==> src/hw/rtl/diamond_tile_record_decoder_core_defines.svh <==
// assertion macros for the diamond tile record decoder
// clocked on i_clk, disabled while i_rst_n is low; no other dependencies
`ifndef DIAMOND_TILE_RECORD_DECODER_CORE_DEFINES_SVH
`define DIAMOND_TILE_RECORD_DECODER_CORE_DEFINES_SVH

`ifndef SYNTHESIS

`define DTRD_ASSERT_SAME(lbl, ante, cons) \
    lbl: assert property (@(posedge i_clk) disable iff (!i_rst_n) (ante) |-> (cons)) \
        else $error("assertion failed");

`define DTRD_ASSERT_NEXT(lbl, ante, cons) \
    lbl: assert property (@(posedge i_clk) disable iff (!i_rst_n) (ante) |=> (cons)) \
        else $error("assertion failed");

`else

`define DTRD_ASSERT_SAME(lbl, ante, cons)
`define DTRD_ASSERT_NEXT(lbl, ante, cons)

`endif

`endif

==> src/hw/rtl/dtrd_pkg.sv <==
// shared types, constants and the diamond row width function for the decoder
// used by dtrd_decode, dtrd_out_queue and the top level
package dtrd_pkg;

    localparam logic [8:0] DENSE_VALUES = 9'd288;
    localparam logic [9:0] SKIP_MAX     = 10'd1023;
    localparam logic [5:0] DIAMOND_MID  = 6'd24;
    localparam logic [8:0] TILE_ROWS    = 9'd24;
    localparam logic [10:0] TILE_COLS   = 11'd48;

    typedef struct packed {
        logic        clear_tile;
        logic [4:0]  pixel_row;
        logic [5:0]  pixel_column;
        logic [15:0] pixel_value;
        logic        last;
    } t_result;

    // results produced by one byte
    typedef struct packed {
        logic [1:0] count;
        t_result    res0;
        t_result    res1;
    } t_push;

    // half-row width of the diamond: 2,4..24 then 22..0
    function automatic logic [4:0] diamond_width(input logic [4:0] r);
        logic [5:0] w;
        if (r <= 5'd11) begin
            w = 6'(({1'b0, r} + 6'd1) << 1);
        end else if (r >= 5'd23) begin
            w = 6'd0;
        end else begin
            w = 6'd46 - {r, 1'b0};
        end
        return w[4:0];
    endfunction

endpackage

==> src/hw/rtl/dtrd_decode.sv <==
// record parser: holds the decode state and turns one byte into up to two results
// depends on dtrd_pkg
module dtrd_decode (
    input  logic              i_clk,
    input  logic              i_rst_n,
    input  logic              i_step,
    input  logic [7:0]        i_data_byte,
    input  logic              i_tile_start,
    output dtrd_pkg::t_push   o_push
);
    import dtrd_pkg::*;

    typedef enum logic [3:0] {
        PH_WAIT, PH_DLO, PH_DHI, PH_HX, PH_HY, PH_HW, PH_HH,
        PH_RSEG, PH_SSKIP, PH_SWID, PH_PLO, PH_PHI
    } t_phase;

    t_phase      r_phase, n_phase;
    logic        r_sparse, n_sparse;
    logic [7:0]  r_origin_x, n_origin_x;
    logic [7:0]  r_origin_y, n_origin_y;
    logic [7:0]  r_rows_total, n_rows_total;
    logic [7:0]  r_row_cnt, n_row_cnt;
    logic [7:0]  r_seg_left, n_seg_left;
    logic [9:0]  r_skip, n_skip;
    logic [7:0]  r_pix_left, n_pix_left;
    logic [7:0]  r_low, n_low;
    logic [4:0]  r_drow, n_drow;
    logic [4:0]  r_dcol, n_dcol;
    logic [8:0]  r_vals_left, n_vals_left;

    logic [4:0]  width;
    logic [15:0] value;
    logic [10:0] xx;
    logic [8:0]  yy;
    logic [10:0] skip_sum;
    logic [7:0]  row_inc;
    logic [7:0]  seg_dec;
    logic [7:0]  pix_dec;
    t_push       push;

    assign width    = diamond_width(r_drow);
    assign value    = {i_data_byte, r_low};
    assign xx       = {3'b000, r_origin_x} + {1'b0, r_skip};
    assign yy       = {1'b0, r_origin_y} + {1'b0, r_row_cnt};
    assign skip_sum = {1'b0, r_skip} + {4'b0000, i_data_byte[7:1]};
    assign row_inc  = r_row_cnt + 8'd1;
    assign seg_dec  = r_seg_left - 8'd1;
    assign pix_dec  = r_pix_left - 8'd1;

    always_comb begin
        n_phase      = r_phase;
        n_sparse     = r_sparse;
        n_origin_x   = r_origin_x;
        n_origin_y   = r_origin_y;
        n_rows_total = r_rows_total;
        n_row_cnt    = r_row_cnt;
        n_seg_left   = r_seg_left;
        n_skip       = r_skip;
        n_pix_left   = r_pix_left;
        n_low        = r_low;
        n_drow       = r_drow;
        n_dcol       = r_dcol;
        n_vals_left  = r_vals_left;
        push         = '0;

        if (i_tile_start) begin
            n_sparse = i_data_byte[1];
            if (i_data_byte[1]) begin
                n_phase = PH_HX;
            end else begin
                n_phase     = PH_DLO;
                n_vals_left = DENSE_VALUES;
                n_drow      = 5'd0;
                n_dcol      = 5'd0;
            end
            push.count           = 2'd1;
            push.res0.clear_tile = 1'b1;
            push.res0.last       = 1'b1;
        end else begin
            case (r_phase)
                PH_DLO: begin
                    n_low   = i_data_byte;
                    n_phase = PH_DHI;
                end
                PH_DHI: begin
                    push.count             = 2'd2;
                    push.res0.pixel_row    = r_drow;
                    push.res0.pixel_column = DIAMOND_MID - {1'b0, width} + {1'b0, r_dcol};
                    push.res0.pixel_value  = value;
                    push.res1.pixel_row    = r_drow;
                    push.res1.pixel_column = DIAMOND_MID + {1'b0, r_dcol};
                    push.res1.pixel_value  = value;
                    push.res1.last         = 1'b1;
                    n_dcol = r_dcol + 5'd1;
                    if (n_dcol >= width) begin
                        n_dcol = 5'd0;
                        n_drow = r_drow + 5'd1;
                    end
                    n_vals_left = r_vals_left - 9'd1;
                    n_phase     = (n_vals_left == 9'd0) ? PH_WAIT : PH_DLO;
                end
                PH_HX: begin
                    n_origin_x = i_data_byte;
                    n_phase    = PH_HY;
                end
                PH_HY: begin
                    n_origin_y = i_data_byte;
                    n_phase    = PH_HW;
                end
                PH_HW: begin
                    n_phase = PH_HH;
                end
                PH_HH: begin
                    n_rows_total = i_data_byte;
                    n_row_cnt    = 8'd0;
                    n_phase      = (i_data_byte == 8'd0) ? PH_WAIT : PH_RSEG;
                end
                PH_RSEG: begin
                    n_seg_left = i_data_byte;
                    n_skip     = 10'd0;
                    if (i_data_byte == 8'd0) begin
                        n_row_cnt = row_inc;
                        n_phase   = (row_inc == r_rows_total) ? PH_WAIT : PH_RSEG;
                    end else begin
                        n_phase = PH_SSKIP;
                    end
                end
                PH_SSKIP: begin
                    n_skip  = (skip_sum > {1'b0, SKIP_MAX}) ? SKIP_MAX : skip_sum[9:0];
                    n_phase = PH_SWID;
                end
                PH_SWID: begin
                    n_pix_left = i_data_byte;
                    if (i_data_byte != 8'd0) begin
                        n_phase = PH_PLO;
                    end else begin
                        // empty segment closes at once
                        n_seg_left = seg_dec;
                        if (seg_dec != 8'd0) begin
                            n_phase = PH_SSKIP;
                        end else begin
                            n_row_cnt = row_inc;
                            n_phase   = (row_inc == r_rows_total) ? PH_WAIT : PH_RSEG;
                        end
                    end
                end
                PH_PLO: begin
                    n_low   = i_data_byte;
                    n_phase = PH_PHI;
                end
                PH_PHI: begin
                    // off-tile pixels are dropped
                    if (yy < TILE_ROWS && xx < TILE_COLS) begin
                        push.count             = 2'd1;
                        push.res0.pixel_row    = yy[4:0];
                        push.res0.pixel_column = xx[5:0];
                        push.res0.pixel_value  = value;
                        push.res0.last         = 1'b1;
                    end
                    if (r_skip < SKIP_MAX) begin
                        n_skip = r_skip + 10'd1;
                    end
                    n_pix_left = pix_dec;
                    if (pix_dec != 8'd0) begin
                        n_phase = PH_PLO;
                    end else begin
                        n_seg_left = seg_dec;
                        if (seg_dec != 8'd0) begin
                            n_phase = PH_SSKIP;
                        end else begin
                            n_row_cnt = row_inc;
                            n_phase   = (row_inc == r_rows_total) ? PH_WAIT : PH_RSEG;
                        end
                    end
                end
                default: begin
                    n_phase = r_phase;
                end
            endcase
        end

        if (!i_step) begin
            push.count = 2'd0;
        end
    end

    assign o_push = push;

    always_ff @(posedge i_clk) begin
        if (!i_rst_n) begin
            r_phase      <= PH_WAIT;
            r_sparse     <= 1'b0;
            r_origin_x   <= 8'd0;
            r_origin_y   <= 8'd0;
            r_rows_total <= 8'd0;
            r_row_cnt    <= 8'd0;
            r_seg_left   <= 8'd0;
            r_skip       <= 10'd0;
            r_pix_left   <= 8'd0;
            r_low        <= 8'd0;
            r_drow       <= 5'd0;
            r_dcol       <= 5'd0;
            r_vals_left  <= 9'd0;
        end else if (i_step) begin
            r_phase      <= n_phase;
            r_sparse     <= n_sparse;
            r_origin_x   <= n_origin_x;
            r_origin_y   <= n_origin_y;
            r_rows_total <= n_rows_total;
            r_row_cnt    <= n_row_cnt;
            r_seg_left   <= n_seg_left;
            r_skip       <= n_skip;
            r_pix_left   <= n_pix_left;
            r_low        <= n_low;
            r_drow       <= n_drow;
            r_dcol       <= n_dcol;
            r_vals_left  <= n_vals_left;
        end
    end

endmodule

==> src/hw/rtl/dtrd_out_queue.sv <==
// four-entry result queue: takes up to two results per cycle, gives one
// depends on dtrd_pkg and the assertion macro header
`include "diamond_tile_record_decoder_core_defines.svh"

module dtrd_out_queue (
    input  logic              i_clk,
    input  logic              i_rst_n,
    input  dtrd_pkg::t_push   i_push,
    input  logic              i_pop,
    output logic              o_room,
    output logic              o_valid,
    output dtrd_pkg::t_result o_head
);
    import dtrd_pkg::*;

    t_result    r_mem [4];
    logic [1:0] r_wr, n_wr;
    logic [1:0] r_rd, n_rd;
    logic [2:0] r_count, n_count;
    logic       pop_ok;

    assign o_valid = (r_count != 3'd0);
    assign o_head  = r_mem[r_rd];
    // room for a full two-result request regardless of this cycle's pop
    assign o_room  = (r_count <= 3'd2);
    assign pop_ok  = i_pop && o_valid;

    always_comb begin
        n_wr    = r_wr + i_push.count;
        n_rd    = r_rd + {1'b0, pop_ok};
        n_count = r_count + {1'b0, i_push.count} - {2'b00, pop_ok};
    end

    always_ff @(posedge i_clk) begin
        if (i_push.count != 2'd0) begin
            r_mem[r_wr] <= i_push.res0;
        end
        if (i_push.count == 2'd2) begin
            r_mem[r_wr + 2'd1] <= i_push.res1;
        end
    end

    always_ff @(posedge i_clk) begin
        if (!i_rst_n) begin
            r_wr    <= 2'd0;
            r_rd    <= 2'd0;
            r_count <= 3'd0;
        end else begin
            r_wr    <= n_wr;
            r_rd    <= n_rd;
            r_count <= n_count;
        end
    end

    `DTRD_ASSERT_SAME(a_count_bound, 1'b1, r_count <= 3'd4)
    `DTRD_ASSERT_SAME(a_no_overflow, i_push.count != 2'd0, r_count <= 3'd2)
    `DTRD_ASSERT_SAME(a_pointer_gap, 1'b1, (r_count == 3'd4) || (r_wr - r_rd == r_count[1:0]))
    `DTRD_ASSERT_NEXT(a_pop_only, pop_ok && i_push.count == 2'd0, r_count == $past(r_count) - 3'd1)

endmodule

==> src/hw/rtl/diamond_tile_record_decoder_core.sv <==
// diamond tile record decoder: byte stream in, tile pixel writes out
// a byte is held in the input register, decoded, and its results leave from the queue head
// one byte per cycle given room; a dense value gives two results, one leaves per cycle on tready
// the four-entry result queue holds back input only while more than two results wait
// reset (i_rst_n low, synchronous) empties the queue and returns to waiting for a tile start
// depends on dtrd_pkg, dtrd_decode and dtrd_out_queue
module diamond_tile_record_decoder_core (
    input  logic        i_clk,
    input  logic        i_rst_n,
    input  logic        s_axis_tvalid,
    output logic        s_axis_tready,
    input  logic [7:0]  s_axis_tdata,   // data_byte[7:0]
    input  logic        s_axis_tuser,   // tile_start
    output logic        m_axis_tvalid,
    input  logic        m_axis_tready,
    output logic [31:0] m_axis_tdata,   // pixel_row[4:0], pixel_column[10:5], pixel_value[26:11]
    output logic        m_axis_tuser,   // clear_tile
    output logic        m_axis_tlast    // last
);
    import dtrd_pkg::*;

    logic       r_in_valid;
    logic [7:0] r_in_byte;
    logic       r_in_start;
    logic       step;
    logic       room;
    t_push      push;
    t_result    head;

    assign step          = r_in_valid && room;
    assign s_axis_tready = !r_in_valid || step;

    always_ff @(posedge i_clk) begin
        if (!i_rst_n) begin
            r_in_valid <= 1'b0;
        end else if (s_axis_tready) begin
            r_in_valid <= s_axis_tvalid;
        end
    end

    always_ff @(posedge i_clk) begin
        if (s_axis_tready && s_axis_tvalid) begin
            r_in_byte  <= s_axis_tdata;
            r_in_start <= s_axis_tuser;
        end
    end

    dtrd_decode u_decode (
        .i_clk        (i_clk),
        .i_rst_n      (i_rst_n),
        .i_step       (step),
        .i_data_byte  (r_in_byte),
        .i_tile_start (r_in_start),
        .o_push       (push)
    );

    dtrd_out_queue u_queue (
        .i_clk   (i_clk),
        .i_rst_n (i_rst_n),
        .i_push  (push),
        .i_pop   (m_axis_tready),
        .o_room  (room),
        .o_valid (m_axis_tvalid),
        .o_head  (head)
    );

    assign m_axis_tdata = {5'b00000, head.pixel_value, head.pixel_column, head.pixel_row};
    assign m_axis_tuser = head.clear_tile;
    assign m_axis_tlast = head.last;

endmodule
==> config.mk <==
export PLATFORM = sky130hd
export DESIGN_NAME = diamond_tile_record_decoder_core
export DESIGN_NICKNAME = d
export VERILOG_FILES = /design/src/hw/rtl/dtrd_pkg.sv /design/src/hw/rtl/dtrd_decode.sv /design/src/hw/rtl/dtrd_out_queue.sv /design/src/hw/rtl/diamond_tile_record_decoder_core.sv
export VERILOG_INCLUDE_DIRS = /design/src /design/src/hw/rtl
export SDC_FILE = /design/constraint.sdc
export NUM_CORES = 1
export LEC_CHECK = 0
export BUFFER_PORTS_ARGS = -buffer_cell sky130_fd_sc_hd__buf_4
export CAP_MARGIN = 20
export CORE_ASPECT_RATIO = 2
export CORE_MARGIN = 2
export CORE_UTILIZATION = 45
export CTS_BUF_LIST = sky130_fd_sc_hd__clkbuf_8
export CTS_CLUSTER_SIZE = 14
export DETAILED_ROUTE_END_ITERATION = 12
export PLACE_DENSITY = 0.7
export SLEW_MARGIN = 20
export SYNTH_ARGS = -nofsm -noshare
export SYNTH_HDL_FRONTEND = slang
export SYNTH_HIERARCHICAL = 1
export SYNTH_SLANG_ARGS = --single-unit
==> constraint.sdc <==
create_clock -name i_clk -period 5.65 [get_ports i_clk]
set_clock_uncertainty 0.05 [all_clocks]
set_input_delay 0.8475 -clock i_clk [delete_from_list [all_inputs] [get_ports i_clk]]
set_output_delay 0.8475 -clock i_clk [all_outputs]
set_load 0.05 [all_outputs]
After elaboration in Yosys (flattened, before gate mapping)
Memory sizes are Yosys's and may differ from the RTL's. A register that Yosys moved wholly into a read port is not among the register bits.
Cells that the tools add are included.
Word-level totals
  register bits after elaboration: 106
  memory bits (writable): 116
  input bits: 13
  output and inout port bits: 36
  logic and storage cells: 149
  memories kept: 1
Memory list
  u_queue.r_mem: words 4, width 29, read ports 1, clocked after Yosys merged registers in 1, wr ports 2, line dtrd_out_queue.sv:16  | t_result r_mem [4];
Operators by class
  add/sub/neg operators: 20
  order comparisons: 8
  equality and inequality tests: 18
  mux-type cells: 51
  bitwise operators: 1
  reduce and logical (&&, ||, !) cells: 32
Operators by type and width (number)
  $mux 28: 3
  $pmux 27 s2: 1
  $mux 8: 6
  $mux 5: 9
  $pmux 4 s11: 1
  $pmux 8 s4: 1
  $pmux 10 s3: 1
  $mux 27: 1
  $mux 9: 3
  $pmux 8 s3: 1
  $reduce_bool 8->1: 3
  $mux 10: 2
  $mux 4: 5
  $reduce_and 3->1: 6
  $eq 4x3->1 const B: 4
  $eq 4x4->1 const B: 4
  $pmux 8 s2: 1
  $sub 8x1->8 const B: 2
  $reduce_bool 12->1: 1
  $add 10x7->11: 1
  $add 8x10->11: 1
  $gt 11x10->1 const B: 1
  $lt 11x6->1 const B: 1
  $add 10x1->10 const B: 1
  other kinds (44): 70

Longest topological paths before layout
Gate-level depths: netlist (run 1).
  depth after elaboration: 10
  mapped depth: 15
  gate-level depth less buffers: 15

Cells and area by module
The synthesis (run 1) kept the hierarchy.
Modules (own cells, without submodules)
  dtrd_decode: times used 1, cells each 949, area an instance 7063.0 µm², sequential area each 1781.7 µm²
  dtrd_out_queue: times used 1, cells each 328, area an instance 6127.1 µm², sequential area each 3623.5 µm²
  diamond_tile_record_decoder_core: times used 1, cells each 21, area an instance 376.6 µm², sequential area each 290.3 µm²

Worst setup path after synthesis (run 1)
Ideal clock, no wire load.
  kind: flip-flop to flip-flop
  from: register u_decode.r_skip[0]
  to: memory u_queue/r_mem[2][0] (netlist name), enable pin
  library setup time: 425 ps
  data arrival time: 4585 ps
  data required time: 5175 ps
  slack: 590 ps
  cell stages (with the launch flop): 13
  path buffers: 2
  clock period less this slack: 5060 ps
  cells stage by stage: dfxtp_1 ha_1 fa_1 a21o_1 a21oi_2 mux2_2 nor3_1 o2111ai_1 buf_4 buf_6 a21boi_0 nor2_1 a21oi_1
RTL lines
  start, declared: line dtrd_decode.sv:25  | logic [9:0] r_skip, n_skip;
  start signal, assigned: line dtrd_decode.sv:213  | r_skip <= n_skip;
  end, declared: line dtrd_out_queue.sv:16

==> flow_metrics.tcl, run 1 <==
set metrics [dict create \
    drtPass1Iterations 5 \
    synth_top_area_share_pct 27.7 \
    rsz0062_at_grt "no" \
    internal_power_mw 2.78 \
    grt_pass1_vias 10352 \
    path_buf_inv 2 \
    clock_power_share_pct 34.6 \
    cts-root-buf "clkbuf_8" \
    post-route-min-period_ns 4.17 \
    startpoint_type "flop" \
    pwr-share-comb_pct 20.2 \
    synth-seq-cells 222 \
    dominantRegCellSynth "edfxtp_1" \
    grt_pass1_wl_mm 54.4 \
    power.switching_mw 1.24 \
    outcome "finished clean" \
    synth_warnings 6 \
    die_area_sq_mm 0.0316 \
    synth_area_leaders "edfxtp_1 28%, dfxtp_1 14%, mux2_2 6.5%" \
    gp_congestion 0.865 \
    irDropWorstVdd_v 0.000173 \
    drv_slew 0 \
    tightestPinTransition_ns 0.921 \
    start_util_pct 45.3 \
    hold_violations 0 \
    die_x_um 127 \
    cap_violations 0 \
    via_count 10367 \
    hp-class "in -> reg" \
    drive_gt1_share_pct 20.9 \
    wl_mm 34.2 \
    yosys.area.top_type "edfxtp_1" \
    core_area_sq_mm 0.0300 \
    layout_commonest_cell "edfxtp_1" \
    drc 0 \
    slowest_delay_ns 0.48 \
    clock-sinks 222 \
    finalSetupViolations 0 \
    holdBufCountCts 0 \
    portBuffers 43 \
    cp_slowest_cell "and4bb_1" \
    critical_path.top_delay_family "compound AO/OA/AOI/OAI gates" \
    total_power_mw 4.03 \
    via_per_inst 6.08 \
    syn_inst 1298 \
    clock_latency_ns 0.57 \
    critPathMaxFanout 12 \
    ff2ff_path_depth 12 \
    diodes 0 \
    worstPathArrival_ns 4.42 \
    cp_num_cells 12 \
    grt_overflow_total 0 \
    p_seq_share_pct 45.2 \
    async_flop_share_pct 0 \
    most-common-layout-cells "125 x edfxtp_1, 107 x nor2_1, 95 x dfxtp_1" \
    antenna_found_initial 0 \
    whs_path_depth 1 \
    period_share_pct 73.8 \
    power.share.switching_pct 30.9 \
    syn-cell-area_sq_mm 0.0136 \
    cp-end-kind "flop" \
    synth_edf_count 125 \
    htreeDepth 2 \
    cts_tree "built" \
    yosysUniqueCellTypes 90 \
    cts_buffer_depth 3 \
    placement_rows 90 \
    cts_resized 0 \
    worstSetupPathType "reg -> reg" \
    drtIter0Drc 754 \
    p_leak_nw 5.42 \
    relSlewSlack_pct 38.4 \
    pin_count 49 \
    seq_area_sq_mm 0.00570 \
    postRouteAntennaNets 0 \
    multi_input_area_sq_mm 0.00723 \
    grt_max_degree 60 \
    cts.clk_slew.worst_paths_ns 0.06 \
    critical_path.cell_chain "ha_1 > fa_1 > a21o_1 > a21oi_2 > mux2_2 > nor3_1 > o2111ai_2 > a21boi_0 > buf_4 > and4bb_1 > buf_4 > mux2_2" \
    yosysSeqAreaShare_pct 42.0 \
    syn-mean-instance-area_sq_um 10.5 \
    routedWlPerCell_um 20.1 \
    die_h_um 250 \
    layout.nets 1382 \
    area_growth_pct 9.10 \
    numCtsBuffers 36 \
    cts_setup_buffers 0 \
    fillCellCount 2659 \
    timing.fmax_mhz 240 \
    crit_required_ns 5.90 \
    fin_tns_setup_ns 0 \
    grtUsageTotal_pct 21.4 \
    hpwl_mm 22.7 \
    powerDensity_mw_per_mm2 272 \
]
Yosys cell counts (9+ instances only):
master and n:
nand2b_1 14, mux2i_1 32, ha_1 51, buf_2 20, nor2b_1 10, mux4_2 29
a21oi_1 72, o31ai_1 15, dfxtp_1 97, nor4_1 9, nand3_1 34, nor2_1 109
nand2_1 76, inv_1 67, o211ai_1 11, xor2_1 14, a31oi_1 19, a21o_1 12
mux2_1 20, xnor2_1 18, mux2_2 78, and2_1 10, nand3b_1 9, o21ai_0 55
nor3_1 39, edfxtp_1 125, mux2_4 20, a211oi_1 20, buf_4 12, clkbuf_1 45
cell families (layout without fill, tap and decap cells):
family / after synthesis / after routing / synth area share, %
AOI/OAI and AO/OA: 274 / 274 / 13.2
xor gates and xnor gates: 34 / 34 / 2.40
adders and majority gates: 56 / 56 / 5.44
buffers and inverters: 156 / 192 / 5.12
DFF: 222 / 222 / 42.0
muxes: 179 / 179 / 17.5
other: 2 / 6 / 0.0554
and+or+nand+nor: 375 / 375 / 14.2
sequential cells by signal (all words and copies together), names as in the netlist:
| signal | cells |
|---|---|
| u_decode/r_low | 8 |
| u_decode/r_row_cnt | 8 |
| u_queue/r_wr | 2 |
| u_decode/r_drow | 5 |
| u_decode/r_pix_left | 8 |
| u_decode/r_origin_y | 8 |
| u_decode/r_rows_total | 8 |
| u_decode/r_vals_left | 9 |
| u_queue/r_count | 3 |
| u_decode/r_phase | 4 |
| u_decode/r_dcol | 5 |
| r_in_valid | 1 |
| r_in_byte | 8 |
| r_in_start | 1 |
| u_queue/r_mem | 116 |
| u_decode/r_origin_x | 8 |
| u_decode/r_skip | 10 |
| u_queue/r_rd | 2 |
| u_decode/r_seg_left | 8 |
worst register-to-register path, stage by stage (launching register included):
cell	delay, ns
dfxtp_1	0.37
ha_1	0.25
fa_1	0.41
a21o_1	0.19
a21oi_2	0.26
mux2_2	0.38
nor3_1	0.23
o2111ai_2	0.17
a21boi_0	0.27
buf_4	0.23
and4bb_1	0.48
buf_4	0.34
mux2_2	0.29
area by class of cell:
class	instances	share of cell area (%)
multi-input combinational	924	48.8
sequential	222	38.5
clock buffer	42	3.91
tap	368	3.11
timing repair buffer	60	3.04
inverter	69	1.75
clock inverter	21	0.862
layer usage:
metal | wire, um | up-vias | track usage (%)
met2 | 17500 | 364 | 37.7
met4 | 1190 | 0 | 8.70
met5 | 0 | - | 0
met1 | 13600 | 5085 | 25.9
met3 | 1960 | 74 | 3.34
li1 | - | 4844 | -
stage by stage:
stage | util [%] | area (sq um) | hold slack, ns | setup WS [ns] | instances
floorplan | - | 13600 | 0.395 | 0.590 | 1302
global placement | 47.0 | 14100 | 0.407 | 1.55 | 1643
detailed placement | 47.0 | 14100 | 0.417 | 1.50 | 1643
CTS | 49.4 | 14800 | 0.398 | 1.50 | 1706
global route | 49.4 | 14800 | 0.402 | 1.32 | 1706
finish | 49.4 | 14800 | 0.423 | 1.48 | 1706
power groups by stage:
stage | clock [mW] | sequential (mW) | combinational, mW
finish | 1.39 | 1.82 | 0.813
global route | 1.49 | 1.83 | 0.861
CTS | 1.43 | 1.82 | 0.825
detailed placement | 0 | 1.85 | 0.823
global placement | 0 | 1.85 | 0.815
floorplan | 0 | 1.81 | 0.635
final timing paths:
path                                       startpoint                                   to  slack [ns]
setup / recovery      u_decode/r_skip[0]$_SDFFE_PN0P_       u_queue/r_mem[2][14]$_DFFE_PP_        1.48
hold / removal                        s_axis_tdata[5]               r_in_byte[5]$_DFFE_PP_        0.42
setup reg to reg      u_decode/r_skip[0]$_SDFFE_PN0P_       u_queue/r_mem[2][14]$_DFFE_PP_        1.48
hold reg to reg   u_decode/r_seg_left[7]$_SDFFE_PN0P_  u_decode/r_seg_left[7]$_SDFFE_PN0P_        0.43
(Power assumes the default switching activity.)
==> inputs of run 2 (changes only) <==
- PLACE_DENSITY: 0.7 -> 0.72
- clock period: 5.65 -> 3.6 ns (I/O delays scaled with it)
==> flow_metrics.tcl, run 2 (same netlist as run 1, synthesis figures left out) <==
set metrics [dict create \
    outcome "finished clean" \
    die_h_um 250 \
    critPathMaxFanout 29 \
    wl_met2_mm 17.5 \
    m1WireLength_mm 13.1 \
    wl_mm 34.2 \
    gp_congestion 0.937 \
    clock_latency_ns 0.56 \
    timing.rr.end "u_queue/r_mem[1][8]$_DFFE_PP_" \
    worstPathArrival_ns 3.68 \
    layout.nets 1411 \
    htreeDepth 2 \
    hp-class "in -> reg" \
    worstSetupPathType "reg -> reg" \
    hpwl_mm 23.2 \
    grt_overflow_total 0 \
    place_ws_ns 0.0300 \
    drtPass1Iterations 5 \
    ff2ff_path_depth 10 \
    postRouteAntennaNets 0 \
    die_x_um 127 \
    period_share_pct 98.9 \
    p_leak_nw 5.62 \
    cts_buffer_depth 3 \
    startpoint_type "flop" \
    crit_required_ns 3.72 \
    drv_slew 0 \
    layout_commonest_cell "edfxtp_1" \
    via_count 10462 \
    finalSetupViolations 0 \
    cts_tree "built" \
    die_area_sq_mm 0.0316 \
    fin_ws_ns 0.0402 \
    antenna_found_initial 0 \
    hold_start "s_axis_tdata[5]" \
    grt_max_degree 54 \
    dr_wl_met3_mm 2.04 \
    start_util_pct 45.3 \
    tightestPinTransition_ns 1.01 \
    cp-end-kind "flop" \
    powerDensity_mw_per_mm2 417 \
    placement_rows 90 \
    grt_pass1_vias 10491 \
    regMostFlops "u_queue/r_mem" \
    numCtsBuffers 35 \
    hold_violations 0 \
    grt_pass1_wl_mm 54.3 \
    clock-sinks 222 \
    portBuffers 43 \
    drive_gt1_share_pct 23.1 \
    largest_register_ffs 116 \
    diodes 0 \
    cap_violations 0 \
    irDropWorstVdd_v 0.000345 \
    via_per_inst 6.02 \
    design_area_sq_mm 0.0152 \
    r2r_slack_ns 0.04 \
    largestRegisters "u_queue/r_mem: 116 flops, u_decode/r_skip: 10 flops, u_decode/r_vals_left: 9 flops" \
    area_growth_pct 12.1 \
    worstReg2RegStart "u_decode/r_skip[0]$_SDFFE_PN0P_" \
    drtIter0Drc 806 \
    relSlewSlack_pct 32.7 \
    total_power_mw 6.34 \
    cts.clk_slew.worst_paths_ns 0.07 \
    routedWlPerCell_um 19.7 \
    top_layer_used "met4" \
    startpoint "u_decode/r_skip[0]$_SDFFE_PN0P_" \
    drc 0 \
    cts-root-buf "clkbuf_8" \
    critPathCapture "u_queue/r_mem[1][8]$_DFFE_PP_" \
    placed_area_sq_mm 0.0144 \
    most-common-layout-cells "125 x edfxtp_1, 107 x nor2_1, 95 x dfxtp_1" \
    timing.fmax_mhz 281 \
    grtUsageTotal_pct 21.3 \
    core_area_sq_mm 0.0300 \
    post-route-min-period_ns 3.56 \
    pin_count 49 \
    rsz0062_at_grt "yes" \
]
run 2: area by class of cell:
| class | instances | area (sq um) |
|---|---|---|
| clock buffers | 38 | 523 |
| clock inverters | 26 | 178 |
| fillers | 2654 | 14700 |
| inverters | 69 | 259 |
| multi-input cells | 924 | 7280 |
| flip-flops and latches | 222 | 5700 |
| well taps | 368 | 460 |
| repair buffers | 90 | 802 |
run 2: worst min-delay path by stage:
stage	end	slack [ns]	depth (start not counted)
2_1_floorplan	u_decode/r_seg_left[1]$_SDFFE_PN0P_	0.39	2
3_3_place_gp	u_decode/r_seg_left[7]$_SDFFE_PN0P_	0.41	2
3_5_place_dp	u_decode/r_seg_left[1]$_SDFFE_PN0P_	0.42	2
4_1_cts	r_in_byte[1]$_DFFE_PP_	0.08	1
5_1_grt	r_in_byte[5]$_DFFE_PP_	0.09	1
6_report	r_in_byte[5]$_DFFE_PP_	0.11	1
run 2: through the flow:
step | hold WS [ns] | setup TNS (ns) | std cells | utilization, %
2_1_floorplan | 0.395 | 0 | 1302 | -
3_3_place_gp | 0.406 | 0 | 1670 | 48.1
3_5_place_dp | 0.421 | 0 | 1670 | 48.2
4_1_cts | 0.0771 | 0 | 1734 | 50.5
5_1_grt | 0.0893 | -5.03 | 1737 | 50.8
6_report | 0.108 | 0 | 1737 | 50.8
run 2: worst max-delay path: stages (launching register included):
cell       delay [ns]
dfxtp_2          0.32
ha_2             0.20
fa_2             0.34
a21o_1           0.18
a21oi_2          0.17
mux2_2           0.36
nor3_2           0.17
o2111ai_2        0.19
a21boi_4         0.24
mux2i_2          0.13
nor2_4           0.80
run 2: power breakdown:
part	leakage, nW	total [mW]	switching (mW)	internal (mW)
Sequential	1.94	2.87	0.120	2.75
Combinational	3.28	1.28	0.786	0.497
Clock	0.398	2.18	1.04	1.14
Total	5.62	6.34	1.95	4.39
run 2: timing repair:
item | 4_1_cts | 5_1_grt
setup buffers | 0 | 1
hold buffers | 0 | 0
gates resized for setup | 0 | 2
setup endpoints to repair | 0 | 82
run 2: metal layers:
layer  global-route usage (%)  vias to the layer above
met5                        0                        -
met1                     24.9                     5041
li1                         -                     4901
met3                     3.24                      103
met4                     9.86                        0
met2                     37.8                      417
==> inputs of run 3 (changes only) <==
- SYNTH_HIERARCHICAL: 1 -> default
==> flow_metrics.tcl, run 3 <==
set metrics [dict create \
    drtPass1Iterations 5 \
    fillCellCount 2448 \
    cts_buffer_depth 3 \
    multi_input_area_sq_mm 0.00624 \
    hold_end "r_in_start$_DFFE_PP_" \
    placement_rows 86 \
    critPathMaxFanout 11 \
    area_growth_pct 12.5 \
    hold_violations 0 \
    timing.rr.end "u_queue.r_mem[2][22]$_DFFE_PP_" \
    worstReg2RegStart "u_decode.r_drow[1]$_SDFFE_PN0P_" \
    core_area_sq_mm 0.0273 \
    drc 0 \
    place_inst 1607 \
    seq_area_sq_mm 0.00566 \
    grt_overflow_total 0 \
    p_leak_nw 5.33 \
    routedWlPerCell_um 19.0 \
    clock_power_share_pct 33.1 \
    ys_top_cells_by_count "121 x edfxtp_1, 106 x nor2_1, 101 x dfxtp_1, 96 x nand2_1, 92 x a21oi_1" \
    hold_start "s_axis_tuser" \
    cts-root-buf "clkbuf_8" \
    worstPathArrival_ns 3.60 \
    grtUsageTotal_pct 22.1 \
    numCtsBuffers 34 \
    timing.fmax_mhz 294 \
    synth_edf_count 121 \
    total_power_mw 6.43 \
    pin_count 49 \
    clock_latency_ns 0.54 \
    tightestPinTransition_ns 0.636 \
    syn_inst 1232 \
    via_count 9833 \
    yosysMostFrequentCell "edfxtp_1" \
    yosys.area.top_type "edfxtp_1" \
    regMostFlops "u_queue.r_mem" \
    grt_max_degree 39 \
    die_h_um 239 \
    async_flop_share_pct 0 \
    power.switching_mw 2.00 \
    drv_slew 0 \
    worstSetupPathType "reg -> reg" \
    portBuffers 43 \
    post-route-min-period_ns 3.40 \
    layout_commonest_cell "edfxtp_1" \
    dominantRegCellSynth "edfxtp_1" \
    fin_cells 1667 \
    cts_tree "built" \
    whs_path_depth 1 \
    synth_top_area_share_pct 29.2 \
    wl_mm 31.7 \
    grt_pass1_vias 9773 \
    cap_violations 0 \
    htreeDepth 2 \
    fin_util_pct 51.2 \
    fin_tns_setup_ns 0 \
    clock-sinks 222 \
    synth_warnings 0 \
    irDropWorstVdd_v 0.000326 \
    die_x_um 122 \
    grt_pass1_wl_mm 51.1 \
    most-common-layout-cells "121 x edfxtp_1, 106 x nor2_1, 98 x dfxtp_1" \
    syn-cell-area_sq_mm 0.0124 \
    diodes 0 \
    startpoint_type "flop" \
    ff2ff_path_depth 15 \
    period_share_pct 94.5 \
    relSlewSlack_pct 57.6 \
    postRouteAntennaNets 0 \
    synth_area_leaders "edfxtp_1 29%, dfxtp_1 16%, mux4_2 5.2%" \
    gp_congestion 0.907 \
    largest_register_ffs 116 \
    via_per_inst 5.90 \
    antenna_found_initial 0 \
    powerDensity_mw_per_mm2 459 \
    hp-class "in -> reg" \
    power.share.switching_pct 31.1 \
    whs_ns 0.135 \
    drive_gt1_share_pct 17.3 \
    syn-mean-instance-area_sq_um 10.1 \
    synth-seq-cells 222 \
    drtIter0Drc 700 \
    internal_power_mw 4.43 \
    crit_required_ns 3.80 \
    r2r_slack_ns 0.20 \
    hpwl_mm 22.1 \
    yosysUniqueCellTypes 84 \
    p_seq_share_pct 43.9 \
    largestRegisters "u_queue.r_mem: 116 flops, u_decode.r_skip: 10 flops, u_decode.r_vals_left: 9 flops" \
    cts_setup_buffers 0 \
    yosysSeqAreaShare_pct 45.4 \
    start_util_pct 45.5 \
    outcome "finished clean" \
    rsz0062_at_grt "yes" \
    pwr-share-comb_pct 23.0 \
    die_area_sq_mm 0.0291 \
    layout.nets 1359 \
    cts.clk_slew.worst_paths_ns 0.07 \
    finalSetupViolations 0 \
    cp-end-kind "flop" \
]
==> run 3: how the worst max path moves through the flow <==
| stage | end | slack (ns) | from |
|---|---|---|---|
| global placement | u_queue.r_count[2]$_SDFF_PN0_ | 0.20 | u_decode.r_skip[0]$_SDFFE_PN0P_ |
| global route | u_queue.r_count[2]$_SDFF_PN0_ | -0.04 | u_decode.r_skip[4]$_SDFFE_PN0P_ |
| floorplan | u_queue.r_count[2]$_SDFF_PN0_ | 0.11 | u_decode.r_skip[0]$_SDFFE_PN0P_ |
| finish | u_queue.r_mem[2][22]$_DFFE_PP_ | 0.20 | u_decode.r_drow[1]$_SDFFE_PN0P_ |
| detailed placement | u_queue.r_count[2]$_SDFF_PN0_ | 0.11 | u_decode.r_skip[0]$_SDFFE_PN0P_ |
| CTS | u_queue.r_mem[2][22]$_DFFE_PP_ | 0.08 | u_decode.r_drow[1]$_SDFFE_PN0P_ |
==> run 3: metal layers <==
layer / vias up / routed length, um / GRT usage [%] / share of wire [%]
li1: 4618 / - / - / -
met1: 4742 / 12100 / 26.5 / 38
met2: 384 / 16100 / 38.5 / 51
met3: 89 / 2010 / 3.74 / 6.3
met4: 0 / 1430 / 9.86 / 4.5
met5: - / 0 / 0 / 0
==> run 3: cells by family after synthesis <==
kind of cell	synth area share (%)
adder cells (fa/ha/maj)	5.83
multiplexers	6.94
AND/OR/NAND/NOR	17.7
other	0.0301
XOR/XNOR	3.45
flip-flops	45.4
buffers and inverters	4.71
AO/OA/AOI/OAI	15.9
==> run 3: what timing repair did <==
item | 4_1_cts | 5_1_grt
resized for setup | 0 | 5
hold buffers | 0 | 0
endpoints found under the setup margin | 0 | 9
==> run 3: area by class of cell <==
type	count	share of cell area, %
Multi-Input combinational cell	886	44.6
Sequential cell	222	40.4
Timing Repair Buffer	99	5.66
Clock buffer	43	4.23
Tap cell	352	3.14
Inverter	48	1.29
Clock inverter	17	0.724
==> run 3: power by group through the flow <==
stage	Sequential (mW)	Clock, mW	Combinational (mW)
3_5_place_dp	2.88	0	1.49
2_1_floorplan	2.83	0	1.15
4_1_cts	2.83	2.17	1.49
6_report	2.82	2.13	1.48
3_3_place_gp	2.87	0	1.48
5_1_grt	2.83	2.28	1.57
==> run 3: stage by stage <==
stage	area, sq um	setup WS [ns]
floorplan	12500	0.108
global placement	13300	0.197
detailed placement	13300	0.108
CTS	14000	0.0813
global route	14000	-0.0407
finish	14000	0.199
==> run 3: critical path, stage by stage, from the launching register on <==
cell,delay (ns)
dfxtp_2,0.44
ha_1,0.24
inv_1,0.10
a21o_1,0.19
a31oi_1,0.18
o21ai_0,0.15
ha_1,0.35
inv_1,0.06
fa_1,0.45
inv_1,0.07
a21o_1,0.11
a21oi_1,0.07
xor2_1,0.13
nor2_1,0.05
a21oi_1,0.29
o22ai_1,0.16
